==> src/sv/aes_pkg.sv <==
package aes_pkg;

  localparam int MaxRounds = 14;
  localparam int RkDepth = MaxRounds + 1;
  localparam int RkAw = $clog2(RkDepth);
  localparam int CfgAw = 3;
  localparam int Nk4Rounds = 10;
  localparam int Nk6Rounds = 12;
  localparam int Nk8Rounds = 14;

  localparam logic [CfgAw-1:0] RegKey0 = 3'd0;
  localparam logic [CfgAw-1:0] RegKey1 = 3'd1;
  localparam logic [CfgAw-1:0] RegKey2 = 3'd2;
  localparam logic [CfgAw-1:0] RegKey3 = 3'd3;
  localparam logic [CfgAw-1:0] RegKeyLen = 3'd4;
  localparam logic [CfgAw-1:0] RegMode = 3'd5;
  localparam logic [CfgAw-1:0] RegIvHi = 3'd6;
  localparam logic [CfgAw-1:0] RegIvLo = 3'd7;

  localparam logic [1:0] KeyLen128 = 2'd0;
  localparam logic [1:0] KeyLen192 = 2'd1;

  typedef logic [127:0] blk_t;
  typedef logic [7:0] byte_t;

  typedef struct packed {
    logic         we;
    logic [RkAw-1:0] waddr;
    blk_t         wdata;
    logic [RkAw-1:0] raddr;
  } rk_req_t;

  function automatic byte_t xt(input byte_t a);
    xt = {a[6:0], 1'b0} ^ (a[7] ? 8'h1b : 8'h00);
  endfunction

  function automatic byte_t gmul(input byte_t a, input byte_t b);
    byte_t r;
    byte_t p;
    r = 8'h00;
    p = a;
    for (int i = 0; i < 8; i++) begin
      if (b[i]) r = r ^ p;
      p = xt(p);
    end
    gmul = r;
  endfunction

  localparam byte_t SBOX [256] = '{
    8'h63,8'h7c,8'h77,8'h7b,8'hf2,8'h6b,8'h6f,8'hc5,8'h30,8'h01,8'h67,8'h2b,8'hfe,8'hd7,8'hab,8'h76,
    8'hca,8'h82,8'hc9,8'h7d,8'hfa,8'h59,8'h47,8'hf0,8'had,8'hd4,8'ha2,8'haf,8'h9c,8'ha4,8'h72,8'hc0,
    8'hb7,8'hfd,8'h93,8'h26,8'h36,8'h3f,8'hf7,8'hcc,8'h34,8'ha5,8'he5,8'hf1,8'h71,8'hd8,8'h31,8'h15,
    8'h04,8'hc7,8'h23,8'hc3,8'h18,8'h96,8'h05,8'h9a,8'h07,8'h12,8'h80,8'he2,8'heb,8'h27,8'hb2,8'h75,
    8'h09,8'h83,8'h2c,8'h1a,8'h1b,8'h6e,8'h5a,8'ha0,8'h52,8'h3b,8'hd6,8'hb3,8'h29,8'he3,8'h2f,8'h84,
    8'h53,8'hd1,8'h00,8'hed,8'h20,8'hfc,8'hb1,8'h5b,8'h6a,8'hcb,8'hbe,8'h39,8'h4a,8'h4c,8'h58,8'hcf,
    8'hd0,8'hef,8'haa,8'hfb,8'h43,8'h4d,8'h33,8'h85,8'h45,8'hf9,8'h02,8'h7f,8'h50,8'h3c,8'h9f,8'ha8,
    8'h51,8'ha3,8'h40,8'h8f,8'h92,8'h9d,8'h38,8'hf5,8'hbc,8'hb6,8'hda,8'h21,8'h10,8'hff,8'hf3,8'hd2,
    8'hcd,8'h0c,8'h13,8'hec,8'h5f,8'h97,8'h44,8'h17,8'hc4,8'ha7,8'h7e,8'h3d,8'h64,8'h5d,8'h19,8'h73,
    8'h60,8'h81,8'h4f,8'hdc,8'h22,8'h2a,8'h90,8'h88,8'h46,8'hee,8'hb8,8'h14,8'hde,8'h5e,8'h0b,8'hdb,
    8'he0,8'h32,8'h3a,8'h0a,8'h49,8'h06,8'h24,8'h5c,8'hc2,8'hd3,8'hac,8'h62,8'h91,8'h95,8'he4,8'h79,
    8'he7,8'hc8,8'h37,8'h6d,8'h8d,8'hd5,8'h4e,8'ha9,8'h6c,8'h56,8'hf4,8'hea,8'h65,8'h7a,8'hae,8'h08,
    8'hba,8'h78,8'h25,8'h2e,8'h1c,8'ha6,8'hb4,8'hc6,8'he8,8'hdd,8'h74,8'h1f,8'h4b,8'hbd,8'h8b,8'h8a,
    8'h70,8'h3e,8'hb5,8'h66,8'h48,8'h03,8'hf6,8'h0e,8'h61,8'h35,8'h57,8'hb9,8'h86,8'hc1,8'h1d,8'h9e,
    8'he1,8'hf8,8'h98,8'h11,8'h69,8'hd9,8'h8e,8'h94,8'h9b,8'h1e,8'h87,8'he9,8'hce,8'h55,8'h28,8'hdf,
    8'h8c,8'ha1,8'h89,8'h0d,8'hbf,8'he6,8'h42,8'h68,8'h41,8'h99,8'h2d,8'h0f,8'hb0,8'h54,8'hbb,8'h16
  };

  localparam byte_t ISBOX [256] = '{
    8'h52,8'h09,8'h6a,8'hd5,8'h30,8'h36,8'ha5,8'h38,8'hbf,8'h40,8'ha3,8'h9e,8'h81,8'hf3,8'hd7,8'hfb,
    8'h7c,8'he3,8'h39,8'h82,8'h9b,8'h2f,8'hff,8'h87,8'h34,8'h8e,8'h43,8'h44,8'hc4,8'hde,8'he9,8'hcb,
    8'h54,8'h7b,8'h94,8'h32,8'ha6,8'hc2,8'h23,8'h3d,8'hee,8'h4c,8'h95,8'h0b,8'h42,8'hfa,8'hc3,8'h4e,
    8'h08,8'h2e,8'ha1,8'h66,8'h28,8'hd9,8'h24,8'hb2,8'h76,8'h5b,8'ha2,8'h49,8'h6d,8'h8b,8'hd1,8'h25,
    8'h72,8'hf8,8'hf6,8'h64,8'h86,8'h68,8'h98,8'h16,8'hd4,8'ha4,8'h5c,8'hcc,8'h5d,8'h65,8'hb6,8'h92,
    8'h6c,8'h70,8'h48,8'h50,8'hfd,8'hed,8'hb9,8'hda,8'h5e,8'h15,8'h46,8'h57,8'ha7,8'h8d,8'h9d,8'h84,
    8'h90,8'hd8,8'hab,8'h00,8'h8c,8'hbc,8'hd3,8'h0a,8'hf7,8'he4,8'h58,8'h05,8'hb8,8'hb3,8'h45,8'h06,
    8'hd0,8'h2c,8'h1e,8'h8f,8'hca,8'h3f,8'h0f,8'h02,8'hc1,8'haf,8'hbd,8'h03,8'h01,8'h13,8'h8a,8'h6b,
    8'h3a,8'h91,8'h11,8'h41,8'h4f,8'h67,8'hdc,8'hea,8'h97,8'hf2,8'hcf,8'hce,8'hf0,8'hb4,8'he6,8'h73,
    8'h96,8'hac,8'h74,8'h22,8'he7,8'had,8'h35,8'h85,8'he2,8'hf9,8'h37,8'he8,8'h1c,8'h75,8'hdf,8'h6e,
    8'h47,8'hf1,8'h1a,8'h71,8'h1d,8'h29,8'hc5,8'h89,8'h6f,8'hb7,8'h62,8'h0e,8'haa,8'h18,8'hbe,8'h1b,
    8'hfc,8'h56,8'h3e,8'h4b,8'hc6,8'hd2,8'h79,8'h20,8'h9a,8'hdb,8'hc0,8'hfe,8'h78,8'hcd,8'h5a,8'hf4,
    8'h1f,8'hdd,8'ha8,8'h33,8'h88,8'h07,8'hc7,8'h31,8'hb1,8'h12,8'h10,8'h59,8'h27,8'h80,8'hec,8'h5f,
    8'h60,8'h51,8'h7f,8'ha9,8'h19,8'hb5,8'h4a,8'h0d,8'h2d,8'he5,8'h7a,8'h9f,8'h93,8'hc9,8'h9c,8'hef,
    8'ha0,8'he0,8'h3b,8'h4d,8'hae,8'h2a,8'hf5,8'hb0,8'hc8,8'heb,8'hbb,8'h3c,8'h83,8'h53,8'h99,8'h61,
    8'h17,8'h2b,8'h04,8'h7e,8'hba,8'h77,8'hd6,8'h26,8'he1,8'h69,8'h14,8'h63,8'h55,8'h21,8'h0c,8'h7d
  };

  function automatic logic [31:0] sub_word(input logic [31:0] w);
    sub_word = {SBOX[w[31:24]], SBOX[w[23:16]], SBOX[w[15:8]], SBOX[w[7:0]]};
  endfunction

  // byte i of the block sits at bits [127-8i -: 8]
  function automatic byte_t bget(input blk_t s, input int i);
    bget = s[127-8*i -: 8];
  endfunction

  function automatic blk_t enc_round(input blk_t s, input logic last);
    blk_t t;
    blk_t o;
    byte_t a0, a1, a2, a3;
    for (int c = 0; c < 4; c++)
      for (int row = 0; row < 4; row++)
        t[127-8*(row+4*c) -: 8] = SBOX[bget(s, row + 4*((c+row)%4))];
    o = t;
    if (!last) begin
      for (int c = 0; c < 4; c++) begin
        a0 = bget(t, 4*c); a1 = bget(t, 4*c+1); a2 = bget(t, 4*c+2); a3 = bget(t, 4*c+3);
        o[127-8*(4*c)   -: 8] = xt(a0) ^ xt(a1) ^ a1 ^ a2 ^ a3;
        o[127-8*(4*c+1) -: 8] = a0 ^ xt(a1) ^ xt(a2) ^ a2 ^ a3;
        o[127-8*(4*c+2) -: 8] = a0 ^ a1 ^ xt(a2) ^ xt(a3) ^ a3;
        o[127-8*(4*c+3) -: 8] = xt(a0) ^ a0 ^ a1 ^ a2 ^ xt(a3);
      end
    end
    enc_round = o;
  endfunction

  // inverse shift and substitute; key add and mix follow separately
  function automatic blk_t dec_sub(input blk_t s);
    blk_t t;
    for (int c = 0; c < 4; c++)
      for (int row = 0; row < 4; row++)
        t[127-8*(row+4*((c+row)%4)) -: 8] = ISBOX[bget(s, row + 4*c)];
    dec_sub = t;
  endfunction

  function automatic blk_t inv_mix(input blk_t s);
    blk_t o;
    byte_t a0, a1, a2, a3;
    for (int c = 0; c < 4; c++) begin
      a0 = bget(s, 4*c); a1 = bget(s, 4*c+1); a2 = bget(s, 4*c+2); a3 = bget(s, 4*c+3);
      o[127-8*(4*c)   -: 8] = gmul(a0,8'd14)^gmul(a1,8'd11)^gmul(a2,8'd13)^gmul(a3,8'd9);
      o[127-8*(4*c+1) -: 8] = gmul(a0,8'd9)^gmul(a1,8'd14)^gmul(a2,8'd11)^gmul(a3,8'd13);
      o[127-8*(4*c+2) -: 8] = gmul(a0,8'd13)^gmul(a1,8'd9)^gmul(a2,8'd14)^gmul(a3,8'd11);
      o[127-8*(4*c+3) -: 8] = gmul(a0,8'd11)^gmul(a1,8'd13)^gmul(a2,8'd9)^gmul(a3,8'd14);
    end
    inv_mix = o;
  endfunction

endpackage

==> src/sv/aes_rk_ram.sv <==
module aes_rk_ram (
  input  logic             clk,
  input  aes_pkg::rk_req_t req,
  output aes_pkg::blk_t    rdata
);
  import aes_pkg::*;

  blk_t mem [RkDepth];

  always_ff @(posedge clk) begin
    if (req.we) mem[req.waddr] <= req.wdata;
    rdata <= mem[req.raddr];
  end

endmodule

==> config.mk <==
export PLATFORM = sky130hd
export DESIGN_NAME = aes_rk_ram
export DESIGN_NICKNAME = d
export VERILOG_FILES = /design/src/sv/aes_pkg.sv /design/src/sv/aes_rk_ram.sv
export SDC_FILE = /design/constraint.sdc
export NUM_CORES = 2
export LEC_CHECK = 0
export BUFFER_PORTS_ARGS = -buffer_cell sky130_fd_sc_hd__buf_2
export CORE_MARGIN = 3
export CORE_UTILIZATION = 61
export CTS_CLUSTER_DIAMETER = 100
export DETAILED_ROUTE_END_ITERATION = 16
export GPL_ROUTABILITY_DRIVEN = 0
export GPL_TIMING_DRIVEN = 1
export PLACE_DENSITY_LB_ADDON = 0.15
export SETUP_SLACK_MARGIN = 0.05
export SLEW_MARGIN = 25
export SYNTH_ARGS = -nofsm -noshare
export SYNTH_HDL_FRONTEND = slang
export SYNTH_SLANG_ARGS = --single-unit
==> constraint.sdc <==
create_clock -name clk -period 14.1 [get_ports clk]
set_clock_uncertainty 0.2 [all_clocks]
set_input_delay 0.705 -clock clk [delete_from_list [all_inputs] [get_ports clk]]
set_output_delay 0.705 -clock clk [all_outputs]
set_load 0.01 [all_outputs]
==> impl_metrics.csv <==
group,metric,value,unit
logic_synthesis,ys_ff_latch,2048,
timing,finalHoldViolCount,0,
timing,slew_viol_final,0,
routing,wirelength,170,mm
worst_hold_path,holdPathStages,1,
worst_setup_path,arrival,4.81,ns
clocking,cts_tree,"yes",
clocking,cts_hold_buf,3,
pwr,ir_drop,0.000139,V
logic_synthesis,ys.flop_type,"edfxtp_1",
routing,avgRoutedWirePerCell,29.1,um
timing,fin_crit,4.36,ns
timing,post-route-period-util,0.309,
timing,rsz0062_at_grt,"no",
clocking,clockBufferDepth,3,
die,dieArea,128000,um^2
die,io_pins,266,
timing,tightestPinTransition,1.08,ns
logic_synthesis,synth_area_per_cell,20.5,um^2
placement,dpl.hpwl,81.9,mm
clocking,clockRootBuffer,"clkbuf_16",
clocking,clk_latency,0.81,ns
logic_synthesis,synth_edf_count,1920,
logic_synthesis,async_flop_share,0,
placement,io_buffers,265,
routing,drt-vias-per-instance,6.34,
final_layout,final_layout_size_suffix_gt1_frac,0.217,
worst_setup_path,ff2ff_path_depth,3,
clocking,cts_sinks,2048,
worst_setup_path,required,14.55,ns
pwr,total_power,12.5,mW
placement,placed_cell_area,78600,um^2
final_layout,fillers,7641,
routing,drc,0,
die,die_x,358,um
timing,setup-violations-final,0,
placement,place_inst,5437,
clocking,clkTransAtPathRegs,0.06,ns
grt,grt_pass1_vias,37319,
timing,fin_setup_tns,0,ns
grt,antenna_found_initial,43,
timing,max-slew-margin-rel,0.282,
pwr,p_leak,28.2,nW
die,rows,128,
logic_synthesis,yosys.area.top_type,"edfxtp_1",
routing,vias,37022,
final_layout,final_area,85000,um^2
die,core_area,123000,um^2
routing,postRouteAntennaNets,0,
logic_synthesis,synth_top_area_share,0.762,
timing,fmax,0.229,GHz
clocking,post_cts_resized,0,
routing,dr.pass1.iters,5,
logic_synthesis,synthCells,3682,
final_layout,instances_no_fill,5835,
clocking,cts_setup_buffers,0,
pwr,cellPowerDensity,148,nW/um^2
worst_setup_path,crit_type,"input port to flip-flop",
logic_synthesis,synth_nets,3820,
die,die_h,358,um
worst_hold_path,min_path_type,"input port to flip-flop",
logic_synthesis,synth_warnings,0,
final_layout,area_growth,12.4,%
clocking,cts_htree_levels,4,
worst_setup_path,critPathCaptureType,"flip-flop",
final_layout,final_common_cell,"edfxtp_1",
logic_synthesis,synth_area,75700,um^2
logic_synthesis,synth-seq-area-share,0.796,
logic_synthesis,synthTopCellsByArea,"edfxtp_1, mux4_2, mux2i_1",
flow_run,maxCapViolCount,0,
die,start_util,0.618,
grt,grt_usage,0.270,
grt,grt_pass1_wl,249,mm
outcome,status,"complete, no violations",
final_layout,nNetsFinal,4151,
logic_synthesis,ys_types,31,
routing,first_iter_violations,3889,
grt,grt_remaining_overflow,0,
clocking,cts_made_buffers,195,
final_layout,most-common-layout-cells,"edfxtp_1, mux2i_1, mux4_2",
grt,grt_max_degree,121,
worst_setup_path,cp-start-kind,"input port",
worst_setup_path,critPathMaxFanout,78,
synthesized netlist by cell type (4+ instances only):
library cell	instances
o21ai_0	13
nor2_1	31
mux4_2	268
o211ai_1	12
a31oi_1	116
buf_1	11
dfxtp_1	128
o21ai_1	103
buf_6	22
nand2b_1	122
nor3_1	4
buf_2	55
clkbuf_1	69
nand2_1	130
o22ai_1	116
edfxtp_1	1920
buf_4	50
a21oi_1	12
mux2i_1	360
a22oi_1	128
flip-flops by register name, indices dropped and copies added (netlist names):
name	count
rdata	128
mem	1920
metrics by stage:
stage | setup WS [ns] | hold WS, ns | utilization
after floorplan | 3.27 | 0.320 | -
after global placement | 8.93 | 0.336 | 0.642
after detailed placement | 8.89 | 0.339 | 0.642
after CTS | 9.78 | 0.000652 | 0.693
after global routing | 9.44 | 0.0335 | 0.694
final | 9.74 | 0.0528 | 0.694
final cells by class:
cell class	count	area, um^2	area share
diodes	27	67.6	0.000795
clock buffers	278	5470	0.0643
clock inverters	89	797	0.00937
inverters	3	18.8	0.000221
multi-input cells	1424	14400	0.169
flip-flops and latches	2048	60200	0.708
well taps	1625	2030	0.0239
repair buffers	341	2060	0.0242
power breakdown:
| group | internal [mW] | switching, mW | total [mW] |
|---|---|---|---|
| Sequential | 6.80 | 0.0555 | 6.86 |
| Combinational | 0.227 | 0.391 | 0.618 |
| Clock | 2.92 | 2.15 | 5.07 |
kinds of logic after synthesis:
group | share of synthesized area
DFF | 0.796
muxes | 0.127
AOI/OAI and AO/OA | 0.0415
and+or+nand+nor | 0.0192
buffers and inverters | 0.0160
layer usage:
layer  global-route usage  routed length (um)
met2                0.416               80600
met1                0.397               68900
met3               0.0626               16400
met5                    0                 141
met4               0.0711                3460
worst max-delay path: stages:
cell and delay (ns):
buf_8 0.62, buf_4 0.84, buf_4 0.73, buf_4 0.80
mux4_2 0.60, a22oi_1 0.19, o21ai_1 0.10
worst paths after layout:
path / start / to / slack [ns]
worst max-delay path: req[0] / rdata[50] / 9.74
worst min-delay path: req[16] / mem[5][12] / 0.05
worst max register to register: mem[7][103] / rdata[103] / 12.50
worst min register to register: mem[14][57] / rdata[57] / 0.35
No activity file was read; power rests on OpenSTA's default activity.
