### src/sv/aes_pkg.sv
package aes_pkg;

  localparam int MaxRounds = 14;
  localparam int RkDepth = MaxRounds + 1;
  localparam int RkAw = $clog2(RkDepth);
  localparam int CfgAw = 3;
  localparam int Nk4Rounds = 10;
  localparam int Nk6Rounds = 12;
  localparam int Nk8Rounds = 14;

  localparam logic [CfgAw-1:0] RegKey0 = 3'd0;
  localparam logic [CfgAw-1:0] RegKey1 = 3'd1;
  localparam logic [CfgAw-1:0] RegKey2 = 3'd2;
  localparam logic [CfgAw-1:0] RegKey3 = 3'd3;
  localparam logic [CfgAw-1:0] RegKeyLen = 3'd4;
  localparam logic [CfgAw-1:0] RegMode = 3'd5;
  localparam logic [CfgAw-1:0] RegIvHi = 3'd6;
  localparam logic [CfgAw-1:0] RegIvLo = 3'd7;

  localparam logic [1:0] KeyLen128 = 2'd0;
  localparam logic [1:0] KeyLen192 = 2'd1;

  typedef logic [127:0] blk_t;
  typedef logic [7:0] byte_t;

  typedef struct packed {
    logic         we;
    logic [RkAw-1:0] waddr;
    blk_t         wdata;
    logic [RkAw-1:0] raddr;
  } rk_req_t;

  function automatic byte_t xt(input byte_t a);
    xt = {a[6:0], 1'b0} ^ (a[7] ? 8'h1b : 8'h00);
  endfunction

  function automatic byte_t gmul(input byte_t a, input byte_t b);
    byte_t r;
    byte_t p;
    r = 8'h00;
    p = a;
    for (int i = 0; i < 8; i++) begin
      if (b[i]) r = r ^ p;
      p = xt(p);
    end
    gmul = r;
  endfunction

  localparam byte_t SBOX [256] = '{
    8'h63,8'h7c,8'h77,8'h7b,8'hf2,8'h6b,8'h6f,8'hc5,8'h30,8'h01,8'h67,8'h2b,8'hfe,8'hd7,8'hab,8'h76,
    8'hca,8'h82,8'hc9,8'h7d,8'hfa,8'h59,8'h47,8'hf0,8'had,8'hd4,8'ha2,8'haf,8'h9c,8'ha4,8'h72,8'hc0,
    8'hb7,8'hfd,8'h93,8'h26,8'h36,8'h3f,8'hf7,8'hcc,8'h34,8'ha5,8'he5,8'hf1,8'h71,8'hd8,8'h31,8'h15,
    8'h04,8'hc7,8'h23,8'hc3,8'h18,8'h96,8'h05,8'h9a,8'h07,8'h12,8'h80,8'he2,8'heb,8'h27,8'hb2,8'h75,
    8'h09,8'h83,8'h2c,8'h1a,8'h1b,8'h6e,8'h5a,8'ha0,8'h52,8'h3b,8'hd6,8'hb3,8'h29,8'he3,8'h2f,8'h84,
    8'h53,8'hd1,8'h00,8'hed,8'h20,8'hfc,8'hb1,8'h5b,8'h6a,8'hcb,8'hbe,8'h39,8'h4a,8'h4c,8'h58,8'hcf,
    8'hd0,8'hef,8'haa,8'hfb,8'h43,8'h4d,8'h33,8'h85,8'h45,8'hf9,8'h02,8'h7f,8'h50,8'h3c,8'h9f,8'ha8,
    8'h51,8'ha3,8'h40,8'h8f,8'h92,8'h9d,8'h38,8'hf5,8'hbc,8'hb6,8'hda,8'h21,8'h10,8'hff,8'hf3,8'hd2,
    8'hcd,8'h0c,8'h13,8'hec,8'h5f,8'h97,8'h44,8'h17,8'hc4,8'ha7,8'h7e,8'h3d,8'h64,8'h5d,8'h19,8'h73,
    8'h60,8'h81,8'h4f,8'hdc,8'h22,8'h2a,8'h90,8'h88,8'h46,8'hee,8'hb8,8'h14,8'hde,8'h5e,8'h0b,8'hdb,
    8'he0,8'h32,8'h3a,8'h0a,8'h49,8'h06,8'h24,8'h5c,8'hc2,8'hd3,8'hac,8'h62,8'h91,8'h95,8'he4,8'h79,
    8'he7,8'hc8,8'h37,8'h6d,8'h8d,8'hd5,8'h4e,8'ha9,8'h6c,8'h56,8'hf4,8'hea,8'h65,8'h7a,8'hae,8'h08,
    8'hba,8'h78,8'h25,8'h2e,8'h1c,8'ha6,8'hb4,8'hc6,8'he8,8'hdd,8'h74,8'h1f,8'h4b,8'hbd,8'h8b,8'h8a,
    8'h70,8'h3e,8'hb5,8'h66,8'h48,8'h03,8'hf6,8'h0e,8'h61,8'h35,8'h57,8'hb9,8'h86,8'hc1,8'h1d,8'h9e,
    8'he1,8'hf8,8'h98,8'h11,8'h69,8'hd9,8'h8e,8'h94,8'h9b,8'h1e,8'h87,8'he9,8'hce,8'h55,8'h28,8'hdf,
    8'h8c,8'ha1,8'h89,8'h0d,8'hbf,8'he6,8'h42,8'h68,8'h41,8'h99,8'h2d,8'h0f,8'hb0,8'h54,8'hbb,8'h16
  };

  localparam byte_t ISBOX [256] = '{
    8'h52,8'h09,8'h6a,8'hd5,8'h30,8'h36,8'ha5,8'h38,8'hbf,8'h40,8'ha3,8'h9e,8'h81,8'hf3,8'hd7,8'hfb,
    8'h7c,8'he3,8'h39,8'h82,8'h9b,8'h2f,8'hff,8'h87,8'h34,8'h8e,8'h43,8'h44,8'hc4,8'hde,8'he9,8'hcb,
    8'h54,8'h7b,8'h94,8'h32,8'ha6,8'hc2,8'h23,8'h3d,8'hee,8'h4c,8'h95,8'h0b,8'h42,8'hfa,8'hc3,8'h4e,
    8'h08,8'h2e,8'ha1,8'h66,8'h28,8'hd9,8'h24,8'hb2,8'h76,8'h5b,8'ha2,8'h49,8'h6d,8'h8b,8'hd1,8'h25,
    8'h72,8'hf8,8'hf6,8'h64,8'h86,8'h68,8'h98,8'h16,8'hd4,8'ha4,8'h5c,8'hcc,8'h5d,8'h65,8'hb6,8'h92,
    8'h6c,8'h70,8'h48,8'h50,8'hfd,8'hed,8'hb9,8'hda,8'h5e,8'h15,8'h46,8'h57,8'ha7,8'h8d,8'h9d,8'h84,
    8'h90,8'hd8,8'hab,8'h00,8'h8c,8'hbc,8'hd3,8'h0a,8'hf7,8'he4,8'h58,8'h05,8'hb8,8'hb3,8'h45,8'h06,
    8'hd0,8'h2c,8'h1e,8'h8f,8'hca,8'h3f,8'h0f,8'h02,8'hc1,8'haf,8'hbd,8'h03,8'h01,8'h13,8'h8a,8'h6b,
    8'h3a,8'h91,8'h11,8'h41,8'h4f,8'h67,8'hdc,8'hea,8'h97,8'hf2,8'hcf,8'hce,8'hf0,8'hb4,8'he6,8'h73,
    8'h96,8'hac,8'h74,8'h22,8'he7,8'had,8'h35,8'h85,8'he2,8'hf9,8'h37,8'he8,8'h1c,8'h75,8'hdf,8'h6e,
    8'h47,8'hf1,8'h1a,8'h71,8'h1d,8'h29,8'hc5,8'h89,8'h6f,8'hb7,8'h62,8'h0e,8'haa,8'h18,8'hbe,8'h1b,
    8'hfc,8'h56,8'h3e,8'h4b,8'hc6,8'hd2,8'h79,8'h20,8'h9a,8'hdb,8'hc0,8'hfe,8'h78,8'hcd,8'h5a,8'hf4,
    8'h1f,8'hdd,8'ha8,8'h33,8'h88,8'h07,8'hc7,8'h31,8'hb1,8'h12,8'h10,8'h59,8'h27,8'h80,8'hec,8'h5f,
    8'h60,8'h51,8'h7f,8'ha9,8'h19,8'hb5,8'h4a,8'h0d,8'h2d,8'he5,8'h7a,8'h9f,8'h93,8'hc9,8'h9c,8'hef,
    8'ha0,8'he0,8'h3b,8'h4d,8'hae,8'h2a,8'hf5,8'hb0,8'hc8,8'heb,8'hbb,8'h3c,8'h83,8'h53,8'h99,8'h61,
    8'h17,8'h2b,8'h04,8'h7e,8'hba,8'h77,8'hd6,8'h26,8'he1,8'h69,8'h14,8'h63,8'h55,8'h21,8'h0c,8'h7d
  };

  function automatic logic [31:0] sub_word(input logic [31:0] w);
    sub_word = {SBOX[w[31:24]], SBOX[w[23:16]], SBOX[w[15:8]], SBOX[w[7:0]]};
  endfunction

  // byte i of the block sits at bits [127-8i -: 8]
  function automatic byte_t bget(input blk_t s, input int i);
    bget = s[127-8*i -: 8];
  endfunction

  function automatic blk_t enc_round(input blk_t s, input logic last);
    blk_t t;
    blk_t o;
    byte_t a0, a1, a2, a3;
    for (int c = 0; c < 4; c++)
      for (int row = 0; row < 4; row++)
        t[127-8*(row+4*c) -: 8] = SBOX[bget(s, row + 4*((c+row)%4))];
    o = t;
    if (!last) begin
      for (int c = 0; c < 4; c++) begin
        a0 = bget(t, 4*c); a1 = bget(t, 4*c+1); a2 = bget(t, 4*c+2); a3 = bget(t, 4*c+3);
        o[127-8*(4*c)   -: 8] = xt(a0) ^ xt(a1) ^ a1 ^ a2 ^ a3;
        o[127-8*(4*c+1) -: 8] = a0 ^ xt(a1) ^ xt(a2) ^ a2 ^ a3;
        o[127-8*(4*c+2) -: 8] = a0 ^ a1 ^ xt(a2) ^ xt(a3) ^ a3;
        o[127-8*(4*c+3) -: 8] = xt(a0) ^ a0 ^ a1 ^ a2 ^ xt(a3);
      end
    end
    enc_round = o;
  endfunction

  // inverse shift and substitute; key add and mix follow separately
  function automatic blk_t dec_sub(input blk_t s);
    blk_t t;
    for (int c = 0; c < 4; c++)
      for (int row = 0; row < 4; row++)
        t[127-8*(row+4*((c+row)%4)) -: 8] = ISBOX[bget(s, row + 4*c)];
    dec_sub = t;
  endfunction

  function automatic blk_t inv_mix(input blk_t s);
    blk_t o;
    byte_t a0, a1, a2, a3;
    for (int c = 0; c < 4; c++) begin
      a0 = bget(s, 4*c); a1 = bget(s, 4*c+1); a2 = bget(s, 4*c+2); a3 = bget(s, 4*c+3);
      o[127-8*(4*c)   -: 8] = gmul(a0,8'd14)^gmul(a1,8'd11)^gmul(a2,8'd13)^gmul(a3,8'd9);
      o[127-8*(4*c+1) -: 8] = gmul(a0,8'd9)^gmul(a1,8'd14)^gmul(a2,8'd11)^gmul(a3,8'd13);
      o[127-8*(4*c+2) -: 8] = gmul(a0,8'd13)^gmul(a1,8'd9)^gmul(a2,8'd14)^gmul(a3,8'd11);
      o[127-8*(4*c+3) -: 8] = gmul(a0,8'd11)^gmul(a1,8'd13)^gmul(a2,8'd9)^gmul(a3,8'd14);
    end
    inv_mix = o;
  endfunction

endpackage

### src/sv/aes_key_exp.sv
module aes_key_exp (
  input  logic             clk,
  input  logic             rst_n,
  input  logic             start,
  input  logic [255:0]     key,
  input  logic [1:0]       key_len,
  output logic             busy,
  output logic             wr_en,
  output logic [aes_pkg::RkAw-1:0] wr_addr,
  output aes_pkg::blk_t    wr_data
);
  import aes_pkg::*;

  // one key word per cycle; the window holds the last eight words
  logic [31:0] win_r [8];
  logic [31:0] win_nxt [8];
  logic [5:0]  idx_r, idx_nxt;
  logic [5:0]  total_r, total_nxt;
  logic [3:0]  nk_r, nk_nxt;
  logic [2:0]  cnt_r, cnt_nxt;  // idx mod nk
  logic [7:0]  rcon_r, rcon_nxt;
  logic        busy_r, busy_nxt;
  logic [95:0] acc_r, acc_nxt;  // first three words of the current round key
  logic [31:0] t;
  logic [31:0] w_new;
  logic [31:0] w_old;

  assign busy = busy_r;

  always_comb begin
    t = win_r[0];
    if (cnt_r == 3'd0) t = sub_word({win_r[0][23:0], win_r[0][31:24]}) ^ {rcon_r, 24'h0};
    else if (nk_r == 4'd8 && cnt_r == 3'd4) t = sub_word(win_r[0]);
    w_old = win_r[nk_r[2:0] - 3'd1];
    w_new = w_old ^ t;
  end

  always_comb begin
    logic [31:0] w_cur;
    idx_nxt = idx_r;
    total_nxt = total_r;
    nk_nxt = nk_r;
    cnt_nxt = cnt_r;
    rcon_nxt = rcon_r;
    busy_nxt = busy_r;
    acc_nxt = acc_r;
    win_nxt = win_r;
    wr_en = 1'b0;
    wr_addr = RkAw'(idx_r[5:2]);
    w_cur = (idx_r < {2'b0, nk_r}) ? key[255 - 32*idx_r[2:0] -: 32] : w_new;
    wr_data = {acc_r, w_cur};
    if (start) begin
      busy_nxt = 1'b1;
      idx_nxt = 6'd0;
      rcon_nxt = 8'h01;
      if (key_len == KeyLen128) begin
        nk_nxt = 4'd4; total_nxt = 6'(4 * (Nk4Rounds + 1));
      end else if (key_len == KeyLen192) begin
        nk_nxt = 4'd6; total_nxt = 6'(4 * (Nk6Rounds + 1));
      end else begin
        nk_nxt = 4'd8; total_nxt = 6'(4 * (Nk8Rounds + 1));
      end
      cnt_nxt = 3'd0;
    end else if (busy_r) begin
      for (int k = 7; k > 0; k--) win_nxt[k] = win_r[k-1];
      win_nxt[0] = w_cur;
      acc_nxt = {acc_r[63:0], w_cur};
      if (idx_r >= {2'b0, nk_r}) begin
        if (cnt_r == 3'd0) rcon_nxt = xt(rcon_r);
      end
      cnt_nxt = (cnt_r == nk_r[2:0] - 3'd1) ? 3'd0 : cnt_r + 3'd1;
      if (idx_r < {2'b0, nk_r}) cnt_nxt = (idx_r + 6'd1 == {2'b0, nk_r}) ? 3'd0 : 3'd1;
      wr_en = (idx_r[1:0] == 2'd3);
      idx_nxt = idx_r + 6'd1;
      if (idx_r + 6'd1 == total_r) busy_nxt = 1'b0;
    end
  end

  always_ff @(posedge clk) begin
    if (!rst_n) begin
      busy_r <= 1'b0;
      idx_r <= '0;
      total_r <= '0;
      nk_r <= 4'd4;
      cnt_r <= '0;
      rcon_r <= 8'h01;
    end else begin
      busy_r <= busy_nxt;
      idx_r <= idx_nxt;
      total_r <= total_nxt;
      nk_r <= nk_nxt;
      cnt_r <= cnt_nxt;
      rcon_r <= rcon_nxt;
    end
    acc_r <= acc_nxt;
    win_r <= win_nxt;
  end

endmodule

### config.mk
export PLATFORM = sky130hd
export DESIGN_NAME = aes_key_exp
export DESIGN_NICKNAME = d
export VERILOG_FILES = /design/src/sv/aes_pkg.sv /design/src/sv/aes_key_exp.sv
export SDC_FILE = /design/constraint.sdc
export NUM_CORES = 1
export LEC_CHECK = 0
export ABC_AREA = 1
export BUFFER_PORTS_ARGS = -buffer_cell sky130_fd_sc_hd__clkbuf_2
export CELL_PAD_IN_SITES_DETAIL_PLACEMENT = 1
export CELL_PAD_IN_SITES_GLOBAL_PLACEMENT = 2
export CORE_MARGIN = 8
export CORE_UTILIZATION = 34
export DETAILED_ROUTE_END_ITERATION = 6
export GPL_TIMING_DRIVEN = 0
export PLACE_DENSITY_LB_ADDON = 0.1
export SLEW_MARGIN = 40
export SYNTH_ARGS = -nofsm -noshare
export SYNTH_HDL_FRONTEND = slang
export SYNTH_SLANG_ARGS = --single-unit
### constraint.sdc
create_clock -name clk -period 22.7 [get_ports clk]
set_input_delay 3.405 -clock clk [delete_from_list [all_inputs] [get_ports clk]]
set_output_delay 3.405 -clock clk [all_outputs]
set_load 0.03 [all_outputs]
==> metrics <==
CTS Buffer Depth=3; post-synthesis mux area share=0%; Total GRT Usage=roughly two fifths; slowest stage cell on the critical path=edfxtp_1; XOR/XNOR Fraction of Synth Area=0.3110%; initial antenna violation count=9; period utilization=about two fifths; Post-Synth Adder-Cell Area=about 3.3%; I/O pins=395; core area=approximately 74000 sq um; hold depth=0; PnR Total Power=between 1500 and 2000 uW; final worst slack=13790 ps; reg-to-reg slack, setup=about 18000 ps; FF-to-FF path depth=17; Setup TNS Final=0 ps; filler instances=slightly below 10k; CP top delay family=simple AND/OR/NAND/NOR gates; logic gate share of total power=39.3%; RSZ-0062 raised after global routing=false; Post-synth ARST share=0%; Mapped Cells=just under 4k; Initial DRT Pass Iterations=6; post-route ant nets=0; CTS Sinks=280; die width=289.0 um; first-pass GRT wire length=240.7 mm; IO Port Bufs=394; Endpoint, Worst Hold=win_r[16]; placed insts=between 5k and 6k; Avg Cell Area, Syn=6.596 sq um; Flop pwr share=approximately 31%; Data required, critical path=just under 20000 ps; total grt overflow=0; Nets=~4.6k; Compound-Gate Fraction of Synth Area=between 10% and 20%; Power Internal=roughly 1100 uW; switch share=a little over two fifths; synth warn=0; worst skew pair latency=approximately 600 ps; Clock transition at path regs=~60 ps; DR vias=around 33k; Post-synth EDFFs=256; Rows=100; Final Hold Vio Count=0; Synth Area in Simple Gates=between 30% and 40%; H-tree depth=2; maximum clock frequency=112.2 MHz; VDD IR-drop max=43.20 uV; final setup fails=0; Hold WC Path Type=reg -> reg; CTS root buf=clkbuf_16; worst r2r src=win_r[233]; ordered list of cells on the worst path=buf_2 > inv_1 > ha_1 > inv_1 > nand2_1 > inv_1 > nor2_1 > nand2_1 > nand3_1 > nand2_1 > nand3_1 > nand3_1 > nand2_1 > nand2_1 > nand3_1 > nand2_1 > o21ai_1 > clkbuf_2; Worst slew margin=a little under two fifths; Critical Path End Type=output port; die footprint=between 80000 and 90000 sq um; Total Routed Length=~170 mm; synthesized area=~25000 sq um; critical path arrival=around 5500 ps; CTS tree=yes; #FFs+latches synth=between 200 and 300; starting density of the core=34.21%; Leak=about 0.014 uW; hold bufs inserted after CTS=0; Net Sw Power=between 800 and 900 uW; CTS Buf Count=36; Routability Congestion=approximately 1.1; CP Buf/Inv Count=5; commonest register cell after synthesis=edfxtp_1; maxcap violations=0; Syn Nets=between 4k and 5k; CP max stage delay=870 ps; fin crit period=around 8900 ps; Place WS=between 10000 and 15000 ps; Remaining DRCs=0; Worst Tran Pin Value=about 950 ps; Worst Skew=47.02 ps; pin count of the biggest net entering global routing=23; CP dominant cell by count=nand2_1; outcome=finished, final reports clean; Non-Filler Instances=between 5k and 6k; Clk pwr share=about 30%; Seq/Total Area, Yosys=between 30% and 40%; vias per cell=6.306; worst reg2reg path endpoint=win_r[245]; chip height=289.0 um; critical path class=reg -> out; area grow syn2layout=18.68%; largest family of logic cells by synthesized area=simple AND/OR/NAND/NOR gates; starting DRC count in detailed routing=about 4.8k; Worst Min Path Start=win_r[48]; postcts setup bufs=0; WL per Instance=between 30 and 40 um; Setup crit start kind=flip-flop; share of layout cells above drive strength 1=between 10% and 20%; Yosys cell types=42; post-cts resize count=0; number of global-route vias before repair=~33k; Power Density=about 66 nW/um^2; post-DP HPWL=~130 mm; final hold slack=between 400 and 500 ps; crit-path max FO=11; Pins Over Slew Limit=0
[cell type report]
cell class / instances / area [sq um] / share of cell area [%]
clock buffer: 41 / 939.7 / 3.124
buffer: 365 / 1964 / 6.531
multi-input combinational: 2988 / 14470 / 48.11
sequential: 280 / 8168 / 27.16
tap: 969 / 1212 / 4.031
timing repair buffer: 412 / 2318 / 7.708
antenna: 2 / 5.005 / 0.01664
clock inverter: 23 / 214.0 / 0.7113
inverter: 209 / 787.0 / 2.617
[worst max path at each step]
stage	start	end	slack, ps	cells past startpoint
finish	win_r[233]	wr_data[21]	13790	18
global route	win_r[233]	wr_data[21]	13670	18
CTS	win_r[233]	wr_data[21]	13940	18
detailed placement	key[51]	wr_data[19]	14230	6
global placement	start	win_r[198]	2870	2
floorplan	start	acc_r[31]	7900	1
[cell usage in the layout (no fill, tap or decap), drive strengths merged]
master | Yosys | final
nand2 | 1047 | 1047
clkbuf | 130 | 565
xor2 | 8 | 8
nor2 | 317 | 317
diode | 0 | 2
nor3 | 3 | 3
o32ai | 1 | 1
nand3 | 844 | 844
a2111oi | 1 | 1
or2 | 2 | 2
nand3b | 6 | 6
a32o | 1 | 1
a211oi | 3 | 3
o22ai | 37 | 37
a32oi | 29 | 29
clkinv | 8 | 21
a31oi | 4 | 4
a21oi | 197 | 197
ha | 67 | 67
buf | 235 | 253
clkinvlp | 0 | 4
nor3b | 1 | 1
o21ai | 260 | 260
dfxtp | 24 | 24
o2111ai | 1 | 1
a221oi | 1 | 1
o31ai | 1 | 1
bufinv | 0 | 2
xnor2 | 1 | 1
edfxtp | 256 | 256
and3 | 1 | 1
nand4 | 25 | 25
o211ai | 98 | 98
inv | 201 | 205
o221ai | 32 | 32
[cell families (layout without fill, tap and decap cells)]
logic type,after synthesis,count (layout)
AOI/OAI and AO/OA,666,666
xor gates and xnor gates,9,9
adders and majority gates,67,67
buffers and inverters,574,1050
DFF,280,280
other,0,2
and+or+nand+nor,2246,2246
[Yosys cell counts (12+ instances only)]
cell	n	area share (%)
nand3_1	844	17
ha_1	67	3.3
dfxtp_1	24	1.9
buf_1	39	0.58
clkbuf_1	130	1.9
buf_4	115	3.4
nor2_1	309	4.6
nand4_1	25	0.62
o21ai_0	247	4.9
nand2_1	1038	15
buf_2	76	1.5
o21ai_1	12	0.24
o221ai_1	32	1.1
o22ai_1	37	0.91
o211ai_1	98	2.9
a21oi_1	193	3.8
inv_1	189	2.8
a32oi_1	29	1.0
edfxtp_1	256	30
[per-stage QoR]
stage / instance area (sq um) / utilization [%]
after floorplan: 25340 / -
after global placement: 28530 / 38.51
after detailed placement: 28910 / 39.03
after CTS: 30070 / 40.59
after global routing: 30070 / 40.60
final: 30080 / 40.61
[per-layer routing]
| metal | wire length [um] | track usage, % | up-vias |
|---|---|---|---|
| met2 | 72060 | 59.19 | 2523 |
| met4 | 10250 | 18.97 | 8 |
| met5 | 42 | 0 | - |
| li1 | - | - | 14110 |
| met3 | 23240 | 14.10 | 598 |
| met1 | 66800 | 50.19 | 16110 |
[power by group through the flow]
stage               combinational [uW]  sequential (uW)  clock, uW
CTS                                741              610        590
detailed placement                 737              620          0
floorplan                          423              618          0
global placement                   732              634          0
global route                       807              612        606
finish                             775              611        587
[flip-flops by register name, summed over array words and instances, names as in the netlist]
name / count
win_r: 254
rcon_r: 8
idx_r: 6
cnt_r: 3
nk_r: 3
total_r: 3
acc_r: 2
busy: 1
(Power assumes the default switching activity.)
